### config.mk
export PLATFORM = sky130hd
export DESIGN_NAME = etfp_ctrl
export DESIGN_NICKNAME = d
export VERILOG_FILES = /design/src/design/etfp_pkg.sv /design/src/design/etfp_ctrl.sv
export SDC_FILE = /design/constraint.sdc
export NUM_CORES = 1
export LEC_CHECK = 0
export BUFFER_PORTS_ARGS = -buffer_cell sky130_fd_sc_hd__buf_4
export CAP_MARGIN = 25
export CELL_PAD_IN_SITES_DETAIL_PLACEMENT = 2
export CELL_PAD_IN_SITES_GLOBAL_PLACEMENT = 2
export CORE_MARGIN = 2
export CORE_UTILIZATION = 27
export CTS_CLUSTER_SIZE = 8
export DETAILED_ROUTE_END_ITERATION = 10
export GPL_ROUTABILITY_DRIVEN = 0
export GPL_TIMING_DRIVEN = 0
export PLACE_DENSITY = 0.78
export SYNTH_ARGS = -nofsm -noshare
export SYNTH_HDL_FRONTEND = slang
export SYNTH_SLANG_ARGS = --single-unit
### constraint.sdc
create_clock -name clk -period 2.73 [get_ports clk]
set_clock_uncertainty 0.05 [all_clocks]
set_input_delay 0.4095 -clock clk [delete_from_list [all_inputs] [get_ports clk]]
set_output_delay 0.4095 -clock clk [all_outputs]
set_load 0.1 [all_outputs]
### src/design/etfp_pkg.sv
// Shared types, constants and helpers for the escape-time fractal pixel unit.
// Used by every module of the block and by its port checker; depends on nothing.
package etfp_pkg;

	// Number format of c and z: signed fixed point.
	localparam int NUM_W      = 32;
	localparam int FRAC_BITS  = 28;
	localparam int COORD_BITS = 12;

	// Field widths of the ports.
	localparam int PIX_W      = 12;
	localparam int STEP_W     = 31;
	localparam int BAIL_W     = 31;
	localparam int ITER_W     = 16;
	localparam int CH_W       = 8;
	localparam int CFG_IDX_W  = 3;
	localparam int CFG_DATA_W = 32;

	// Internal widths.
	localparam int PROD_W    = 2 * NUM_W;
	localparam int FOLD_W    = PROD_W + 3;
	localparam int SHIFT_W   = FOLD_W - FRAC_BITS;
	localparam int CPROD_W   = STEP_W + COORD_BITS;
	localparam int CSUM_W    = ((CPROD_W > NUM_W) ? CPROD_W : NUM_W) + 2;
	localparam int SAT_W     = (SHIFT_W > CSUM_W) ? SHIFT_W : CSUM_W;
	localparam int DIV_W     = ITER_W + CH_W;
	localparam int DIV_CNT_W = $clog2(DIV_W + 1);

	localparam logic [CH_W-1:0] CH_MAX = {CH_W{1'b1}};
	localparam int SECTORS = 6;

	// Register indexes of the configuration port.
	localparam logic [CFG_IDX_W-1:0] REG_MIN_RE       = 3'd0;
	localparam logic [CFG_IDX_W-1:0] REG_MIN_IM       = 3'd1;
	localparam logic [CFG_IDX_W-1:0] REG_STEP_RE      = 3'd2;
	localparam logic [CFG_IDX_W-1:0] REG_STEP_IM      = 3'd3;
	localparam logic [CFG_IDX_W-1:0] REG_BAILOUT      = 3'd4;
	localparam logic [CFG_IDX_W-1:0] REG_MAX_ITER     = 3'd5;
	localparam logic [CFG_IDX_W-1:0] REG_COLOR_LENGTH = 3'd6;
	localparam logic [CFG_IDX_W-1:0] REG_FRACTAL_MODE = 3'd7;

	// Reset values of the registers.
	localparam logic [NUM_W-1:0]  RST_MIN_RE       = 32'hE000_0000;
	localparam logic [NUM_W-1:0]  RST_MIN_IM       = 32'hF000_0000;
	localparam logic [STEP_W-1:0] RST_STEP_RE      = 31'd786432;
	localparam logic [STEP_W-1:0] RST_STEP_IM      = 31'd524288;
	localparam logic [BAIL_W-1:0] RST_BAILOUT      = 31'd1073741824;
	localparam logic [ITER_W-1:0] RST_MAX_ITER     = 16'd256;
	localparam logic [ITER_W-1:0] RST_COLOR_LENGTH = 16'd64;

	typedef struct packed {
		logic [PIX_W-1:0] pixel_x;
		logic [PIX_W-1:0] pixel_y;
	} pixel_t;

	typedef struct packed {
		logic [ITER_W-1:0] iter_count;
		logic              inside_res;
		logic [CH_W-1:0]   red;
		logic [CH_W-1:0]   green;
		logic [CH_W-1:0]   blue;
	} result_t;

	typedef struct packed {
		logic signed [NUM_W-1:0] min_re;
		logic signed [NUM_W-1:0] min_im;
		logic [STEP_W-1:0]       step_re;
		logic [STEP_W-1:0]       step_im;
		logic [BAIL_W-1:0]       bailout;
		logic [ITER_W-1:0]       max_iter;
		logic [ITER_W-1:0]       color_length;
		logic                    fractal_mode;
	} cfg_t;

	// Which division of the palette computation is running.
	typedef enum logic [1:0] {
		PH_MOD,
		PH_SECTOR,
		PH_SHADE
	} div_phase_t;

	typedef struct packed {
		logic       load;
		logic       square;
		logic       eval;
		logic       div_go;
		logic       div_cap;
		div_phase_t div_sel;
		logic       finish;
	} dp_cmd_t;

	typedef struct packed {
		logic escaped;
		logic at_limit;
		logic div_done;
	} dp_stat_t;

	// Clamps a two's complement value to the signed range of NUM_W bits.
	function automatic logic [NUM_W-1:0] sat_num(input logic [SAT_W-1:0] v);
		logic [SAT_W-NUM_W:0] hi_bits;
		hi_bits = v[SAT_W-1:NUM_W-1];
		if ((&hi_bits) || !(|hi_bits)) begin
			sat_num = v[NUM_W-1:0];
		end else if (v[SAT_W-1]) begin
			sat_num = {1'b1, {(NUM_W-1){1'b0}}};
		end else begin
			sat_num = {1'b0, {(NUM_W-1){1'b1}}};
		end
	endfunction

endpackage

### src/design/etfp_ctrl.sv
// Controller: sequences coordinate load, squaring, escape test and palette divisions.
// Depends on etfp_pkg for the command and status types.
module etfp_ctrl (
	input  logic               clk,
	input  logic               arst_n,
	input  logic               start,
	input  etfp_pkg::dp_stat_t stat,
	output etfp_pkg::dp_cmd_t  cmd,
	output logic               busy,
	output logic               done
);

	typedef enum logic [2:0] {
		S_IDLE,
		S_SQUARE,
		S_EVAL,
		S_DIV_GO,
		S_DIV_WAIT,
		S_FINISH
	} state_t;

	state_t               state_q;
	etfp_pkg::div_phase_t phase_q;
	logic                 done_q;

	always_ff @(posedge clk or negedge arst_n) begin
		if (!arst_n) begin
			state_q <= S_IDLE;
			phase_q <= etfp_pkg::PH_MOD;
			done_q  <= 1'b0;
		end else begin
			done_q <= 1'b0;
			case (state_q)
				S_IDLE: begin
					if (start) begin
						state_q <= S_SQUARE;
					end
				end
				S_SQUARE: begin
					state_q <= S_EVAL;
				end
				S_EVAL: begin
					if (stat.escaped) begin
						phase_q <= etfp_pkg::PH_MOD;
						state_q <= S_DIV_GO;
					end else if (stat.at_limit) begin
						state_q <= S_FINISH;
					end else begin
						state_q <= S_SQUARE;
					end
				end
				S_DIV_GO: begin
					state_q <= S_DIV_WAIT;
				end
				S_DIV_WAIT: begin
					if (stat.div_done) begin
						case (phase_q)
							etfp_pkg::PH_MOD: begin
								phase_q <= etfp_pkg::PH_SECTOR;
								state_q <= S_DIV_GO;
							end
							etfp_pkg::PH_SECTOR: begin
								phase_q <= etfp_pkg::PH_SHADE;
								state_q <= S_DIV_GO;
							end
							default: begin
								state_q <= S_FINISH;
							end
						endcase
					end
				end
				S_FINISH: begin
					state_q <= S_IDLE;
					done_q  <= 1'b1;
				end
				default: begin
					state_q <= S_IDLE;
				end
			endcase
		end
	end

	always_comb begin
		cmd         = '0;
		cmd.load    = (state_q == S_IDLE) && start;
		cmd.square  = (state_q == S_SQUARE);
		cmd.eval    = (state_q == S_EVAL);
		cmd.div_go  = (state_q == S_DIV_GO);
		cmd.div_cap = (state_q == S_DIV_WAIT) && stat.div_done;
		cmd.div_sel = phase_q;
		cmd.finish  = (state_q == S_FINISH);
	end

	assign busy = (state_q != S_IDLE);
	assign done = done_q;

endmodule

# Yosys cells after proc, flatten, opt, wreduce, memory -nomap -nowiden
# Index checks and enable logic that the tools add are counted.
# W data, S select, Z words.
# totals
regBits,6
input_bits,6
word_cells,33
# op_classes
eq_ne,10
mux,11
reduce_logical,9
# ops
cell,count
$mux W3,5
$pmux W3 S5,1
$pmux W2 S2,2
$eq A3 B2 Y1 const B,2
$eq A3 B3 Y1 const B,2
$ne A2 B2 Y1 const B,3
$mux W2,2
$reduce_and A4 Y1,1
$eq A3 B1 Y1 const B,1
$logic_not A3 Y1,1
$ne A3 B1 Y1 const B,1
$reduce_bool A3 Y1,1
$eq A2 B1 Y1 const B,1
$logic_and A1 B1 Y1,2
$logic_not A2 Y1,1
$reduce_and A2 Y1,1
$reduce_bool A2 Y1,1
$reduce_or A2 Y1,1
$mux W1,1

# Depth between registers and ports, before layout
# Gate-level depths: netlist of run 1.
# depth
ltp_word,5
depth_mapped,4
depth_no_buf,3

# Worst setup path before layout of run 1
# OpenSTA, ideal clock, no wires.
# synth_timing
kind,flip-flop to output port
start,register state_q[0]
end,output cmd[0] in the netlist's numbering
t_arrival_ns,2.775
required_time_ns,2.271
slack_ns,-0.505
stages_incl_launch_ff,4
path_cell_list,dfrtp_1 buf_4 inv_1 nor3b_1
# synth_rtl
element,line,source
"start, declared",etfp_ctrl.sv:22,state_t state_q;
"start signal, assigned",etfp_ctrl.sv:28,state_q <= S_IDLE;
"start signal, assigned",etfp_ctrl.sv:36,state_q <= S_SQUARE;
"start signal, assigned",etfp_ctrl.sv:40,state_q <= S_EVAL;
"end, declared",etfp_ctrl.sv:8,"output etfp_pkg::dp_cmd_t cmd,"

==> results of run 1 <==
## cell usage in the layout (no fill, tap or decap)
cell | synthesis | layout
buf_4 | 1 | 16
dfrtp_1 | 6 | 6
nor2_1 | 6 | 5
inv_1 | 4 | 4
a21oi_1 | 3 | 3
o21ai_0 | 3 | 3
clkbuf_4 | 0 | 3
buf_6 | 2 | 2
a21o_1 | 2 | 2
nand2b_4 | 1 | 1
nand2b_1 | 1 | 1
or3_4 | 1 | 1
nor2_2 | 0 | 1
nor3b_4 | 1 | 1
and2_1 | 1 | 1
nor3b_2 | 0 | 1
nand3b_1 | 1 | 1
o31a_1 | 1 | 1
o311a_2 | 1 | 1
nor4b_4 | 1 | 1
and3_2 | 1 | 1
nor3_1 | 1 | 1
dlygate4sd3_1 | 0 | 1
## worst paths after layout
path	to	slack (ns)	cells past startpoint
setup / recovery	cmd[7]	0.75	4
hold / removal	state_q[0]	0.37	2
setup reg to reg	phase_q[1]	1.54	4
hold reg to reg	phase_q[1]	0.51	1
max in group asynchronous	state_q[2]	2.05	2
min in group asynchronous	done	0.46	2
## what timing repair did
| item | in CTS | in global routing |
|---|---|---|
| endpoints found under the setup margin | 0 | 0 |
| endpoints found under the hold margin | 6 | 0 |
| hold buffers | 1 | 0 |
## flip-flops by register name (all words and copies together), names as in the netlist
signal,cells
phase_q,2
state_q,3
done,1
## cell families after synthesis
family	synth area share, %
flip-flops	38.5
AO/OA/AOI/OAI	16.7
AND/OR/NAND/NOR	33.3
buffers and inverters	11.5
## through the flow
step	util, %	cell area (um2)	std cells
floorplan	-	398	39
global placement	39.7	529	69
detailed placement	39.7	529	69
CTS	42.1	562	73
global route	42.1	562	73
finish	42.1	562	73
## metal layers
layer | vias to the layer above | share of wire, %
met3 | 4 | 7.2
met5 | - | 0
met2 | 16 | 51
met1 | 170 | 39
li1 | 171 | -
met4 | 0 | 2.8
## critical path, cell delays in order, from the launching register on
cell and delay, ns:
dfrtp_1 0.37, buf_6 0.14, or3_4 0.39, nor2_2 0.09, buf_4 0.29
## layout make-up
cell class / count / area, um2
Multi-Input combinational cell: 26 / 203
Inverter: 4 / 15.0
Sequential cell: 6 / 150
Timing Repair Buffer: 16 / 123
Tap cell: 15 / 18.8
Buffer: 3 / 30.0
Clock buffer: 3 / 22.5
Fill cell: 144 / 772
==> metrics list, run 1 <==
- Run status: finished, final reports clean
- Synth top cells by count: dfrtp_1, nor2_1, inv_1, a21oi_1, o21ai_0
- Clock Tree Root: clkbuf_4
- Max cap viols: 0
* Routed vias: around 360
* Count of antenna-violating nets left after detailed routing: 0
* Arrival time at the worst endpoint: around 1.5 ns
- Post-synthesis instance area: between 300 and 400 um2
- The repair_antennas step left the layout with diodes totalling 0.
- The share of the Yosys chip area taken by registers is between 30% and 40%.
* Gr busiest metal: met2
* Die span in x: between 40 and 50 um
- The number of global-route vias before repair came to 366.
- For the worst setup path, the data required time is ~2.3 ns.
* Number of synthesized flops with an enable pin: 0
* Number of clock sinks: 6
* GRT Overall Usage: approximately 14%
- Post-synthesis cell type count: 20
- Share of the synthesized area in the top cell type: 38.5%
- Once the clock tree was built, the resizer swapped 0 gates to a different size.
- Per-cell via count in the routed design: a little under 5
* Reg-to-Reg Start: state_q[2]
* Tightest slew margin relative to the limit: roughly four fifths
* Insertion delay of the later-clocked pin in the worst-skew pair: between 0.2 and 0.3 ns
- Final setup TNS: 0 ns
* Initial antenna violation count: 0
- Synthesis produced 39 cells.
- Of all flip-flops after synthesis, the portion carrying an async set or reset was 100%.
* Initial core utilization: between 20% and 30%
- HPWL after DPL: around 740 um
- Max-slew violation count: 0
* Routed WL per cell: 13.5 um
- Warning count from the yosys run: 0
* Worst slack after detailed placement: about 1.0 ns
- The worst setup path is launched from a register.
* Endpoint type of the worst setup path: primary output
- Of the cells placed in the final design, the portion with a size suffix greater than 1 is about half.
- For met1 alone, demand over resource in global routing was 16.1%.
- Dividing the synthesized area by the synthesized cell count gives roughly 10 um2.
* Final period utilization: 72.5%
* Area leader, netlist: dfrtp_1
- Setup repair after global routing missed its margin: no
- In this run the worst hold path is classified as in2reg.
* Largest cells by area after synthesis: dfrtp_1, nor4b_4, buf_6, nor2_1, nor3b_4
* Maximum buffer depth of the clock tree: 2
- For this run, the post-layout net count is 66.
- TritonCTS built the clock tree.
- Violation count after the first detailed-route iteration: 1
* Post-CTS repair timing setup buffer count: 0
- The floorplan has 13 rows.
- Die height: 42.0 um
- The area growth from synthesis to layout is 43.9%.
* Met2 Track Usage GR: roughly a fifth
- The worst setup path is of the reg2out kind.
- In this run the standard cell core region covers 0.00133 mm2.
* Total gr overflow: 0
* Slew @ Worst Pin: between 0.2 and 0.3 ns
* Launch point of the worst path: state_q[2]
* Main flop type after synthesis: dfrtp_1
* Worst Hold Launch: start
* Number of synthesized register bits: 6
- The first global-routing pass estimated around 1700 um of wire.
- Synthesized net count: between 40 and 50
- Global routing used under 10% of the available met3 tracks.
* Clock period minus worst slack: about 2.0 ns
- For this block, the routed nets add up to just under 1000 um of wire.
- First-pass iteration count of the detailed router: 4
* Area enclosed by the die boundary: between 0.0015 and 0.002 mm2
- The hold violation total from the final report is 0.
- Across all setup checks in the final design, the least slack found is approximately 0.75 ns.
* Peak clock frequency supported by timing: approximately 510 MHz
- Hold timing on the final database bottoms out at a slack of between 0.3 and 0.4 ns.
- In this run the number of H-tree levels came out at 1.
- Post-detailed-route DRC marker count: 0
- In this run the count of I/O pins placed on the die edge is 16.
* CTS buffer count: 3
- Of all nets on the critical path, the largest fanout is 10.
- Entering global routing, the biggest net connects 11 pins.
* I/O Buffers: 15
- Number of failing setup endpoints in the final timing report: 0
* Clock Pin Slew Worst Setup and Hold Paths: 0.05 ns
Power of run 1 is not shown: default switching activity piles up to over one toggle a cycle in this logic, so the estimate is an artifact.
==> run 2, diff against run 1 <==
- CORE_UTILIZATION: 27 -> 25
- PLACE_DENSITY: 0.78 -> 0.73
- clock period: 2.73 -> 1.85 ns (I/O delays scaled with it)
==> run 2 against run 1 <==
  * Worst setup slack lost 0.68 ns
  * Hold slack got worse by 0.13 ns
  * Sequential share of layout area down 1.1 points
  * Critical path depth is the same
  * Die area rose by 7.2%
  * Register-to-register slack got worse by 0.92 ns
  * Routed wire length rose by 14%
  * First-iteration DRC count increased by 100%
  * Flip-flop and latch count unchanged
  * Non-clock buffer count is the same
  * Global-route usage up 0.97 points
  * Via count shrank 1.4%
==> metrics list, run 2 (synthesis gave the netlist of run 1 again) <==
* Run status: finished, final reports clean
- The number of global-route vias before repair came to 396 (+8.2%).
- The via density per instance came to 4.81 (-2.7%).
- The post-layout net count came to 66 (unchanged).
- Fraction of layout instances using a drive strength above 1: 51.7% (+1.7 points)
- The sum of negative setup slack was 0 ns (unchanged).
- The arrival time at the worst endpoint came to 1.45 ns (-0.07 ns).
- The die boundary width is 43.5 um (+3.5%).
* Initial core utilization: 26.2% (-3.0 points)
- Max reg flops: 3 (unchanged)
- The maximum number of pins on one net before global-route repair is 11 (unchanged).
* Routed WL per cell: 15.2 um (+13%)
* Class of the most critical setup path: reg2out
- After layout, the minimum clock period comes to between 1.5 and 2 ns.
* Tightest slew margin relative to the limit: 81.6% (about the same)
* Crit-path leading delay family: simple AND/OR/NAND/NOR gates
- Timing would allow up to 562 MHz.
- The setup slack on the worst flop-to-flop path is 0.62 ns (-0.92 ns).
- The number of antenna diodes was 0 (unchanged).
- The number of antenna violations at the first check in global routing came to 0 (unchanged).
- Insertion delay of the later-clocked pin in the worst-skew pair: 0.24 ns (about the same)
- Commonest non-fill, non-tap cell in the layout: buf_4
- The tightest min-delay check is of the in2reg type.
- H-tree depth reported by CTS: 1 (unchanged)
- The standard-cell row count came to 14 (+1).
* Worst-path cell chain: buf_6 > or3_4 > nor2_4 > buf_12
- Setup repair after global routing left no endpoint under its margin.
* HPWL after DPL: 875 um (+18%)
- Count of antenna-violating nets left after detailed routing: 0 (unchanged)
- For this design, the slowest cell found on the critical path is or3_4.
- First-pass GRT wire length: 1870 um (+9.7%)
- The hold violation total from the final report was 0 (unchanged).
- The worst endpoint required time came to 1.52 ns (-0.75 ns).
* Total gr overflow: 0 (unchanged)
- I/O Buffers: 15 (unchanged)
- The final routed wirelength across all metal layers was 1130 um (+14%).
* Post-detailed-route DRC marker count: 0 (unchanged)
* Violation count after the first detailed-route iteration: 2 (+1)
* Number of clock sinks: 6 (unchanged)
* Largest stage delay, worst path: 0.41 ns (+0.02 ns)
- Area added between synthesis and finish: 50.3%
* Setup crit start kind: register
- The slew of the pin with the lowest slew margin came to 0.278 ns (-0.000304 ns).
- CTS tree: built
- In the layout the commonest cells are buf_4, dfrtp_1, inv_1, nor2_1.
* Routed vias: 356 (-1.4%)
- Clock tree synthesis selected as its root buffer the cell clkbuf_4.
- The largest fanout on the critical path was 10 (unchanged).
- The number of placed I/O pins was 16 (unchanged).
- CTS buffer count: 3 (unchanged)
- Final period utilization: between 90% and 100%
- The core region area came to 0.00149 mm2 (+12%).
- Die height: 43.5 um (+3.5%)
- The maximum clock insertion buffer count was 2 (unchanged).
- The first-pass iteration count of the detailed router was 3 (-1).
- The buffers plus inverters on the worst setup path was 2 (unchanged).
- Largest register by flop count: state_q
- The reported max-cap violation count is 0 (unchanged).
- GRT Overall Usage: 14.7% (+0.97 points)
* Area enclosed by the die boundary: 0.00189 mm2 (+7.2%)
- The number of buffers added for setup after CTS is 0 (unchanged).
* Endpoint type of the worst setup path: primary output
- The clock-pin slew reported for the worst setup and hold paths after clock tree synthesis is 0.05 ns (about the same).
- The final number of max-transition violations is 0 (unchanged).
* Number of failing setup endpoints in the final timing report: 0 (unchanged)
-- run 2: layout make-up --
| type | instances | area [um2] |
|---|---|---|
| plain buffers | 3 | 30.0 |
| clock buffers | 3 | 22.5 |
| fillers | 172 | 902 |
| inverters | 4 | 15.0 |
| multi-input cells | 26 | 210 |
| flip-flops and latches | 6 | 150 |
| well taps | 16 | 20.0 |
| repair buffers | 16 | 139 |
-- run 2: repair_timing --
action	CTS	global route
hold endpoints to repair	6	0
gates resized for setup	2	2
hold buffers	1	0
pin swaps	0	2
setup endpoints to repair	1	2
-- run 2: path summary, 6_finish.rpt --
kind	endpoint	start	cells after the start
max in group asynchronous	state_q[1]	arst_n	2
min	state_q[0]	start	2
max	cmd[7]	state_q[2]	4
min reg2reg	phase_q[1]	phase_q[0]	1
min in group asynchronous	state_q[2]	arst_n	2
max reg2reg	phase_q[1]	state_q[2]	4
-- run 2: layer usage --
| metal | share of wire, % | global-route usage [%] | up-vias |
|---|---|---|---|
| li1 | - | - | 169 |
| met1 | 39 | 15.0 | 172 |
| met2 | 55 | 25.7 | 13 |
| met3 | 3.9 | 6.25 | 2 |
| met4 | 1.8 | 7.27 | 0 |
| met5 | 0 | 0 | - |
-- run 2: metrics by stage --
stage          cell area, um2  hold WS (ns)  util (%)  std cells  setup WS, ns
4_1_cts                   578         0.240      38.8         74       0.00607
3_3_place_gp              538        0.0357      36.1         70         0.237
3_5_place_dp              538        0.0378      36.1         70         0.204
2_1_floorplan             405       -0.0681         -         39        -0.356
5_1_grt                   587         0.238      39.4         74       0.00913
6_report                  587         0.244      39.4         74        0.0697
Power of run 2 is left out for the same reason.
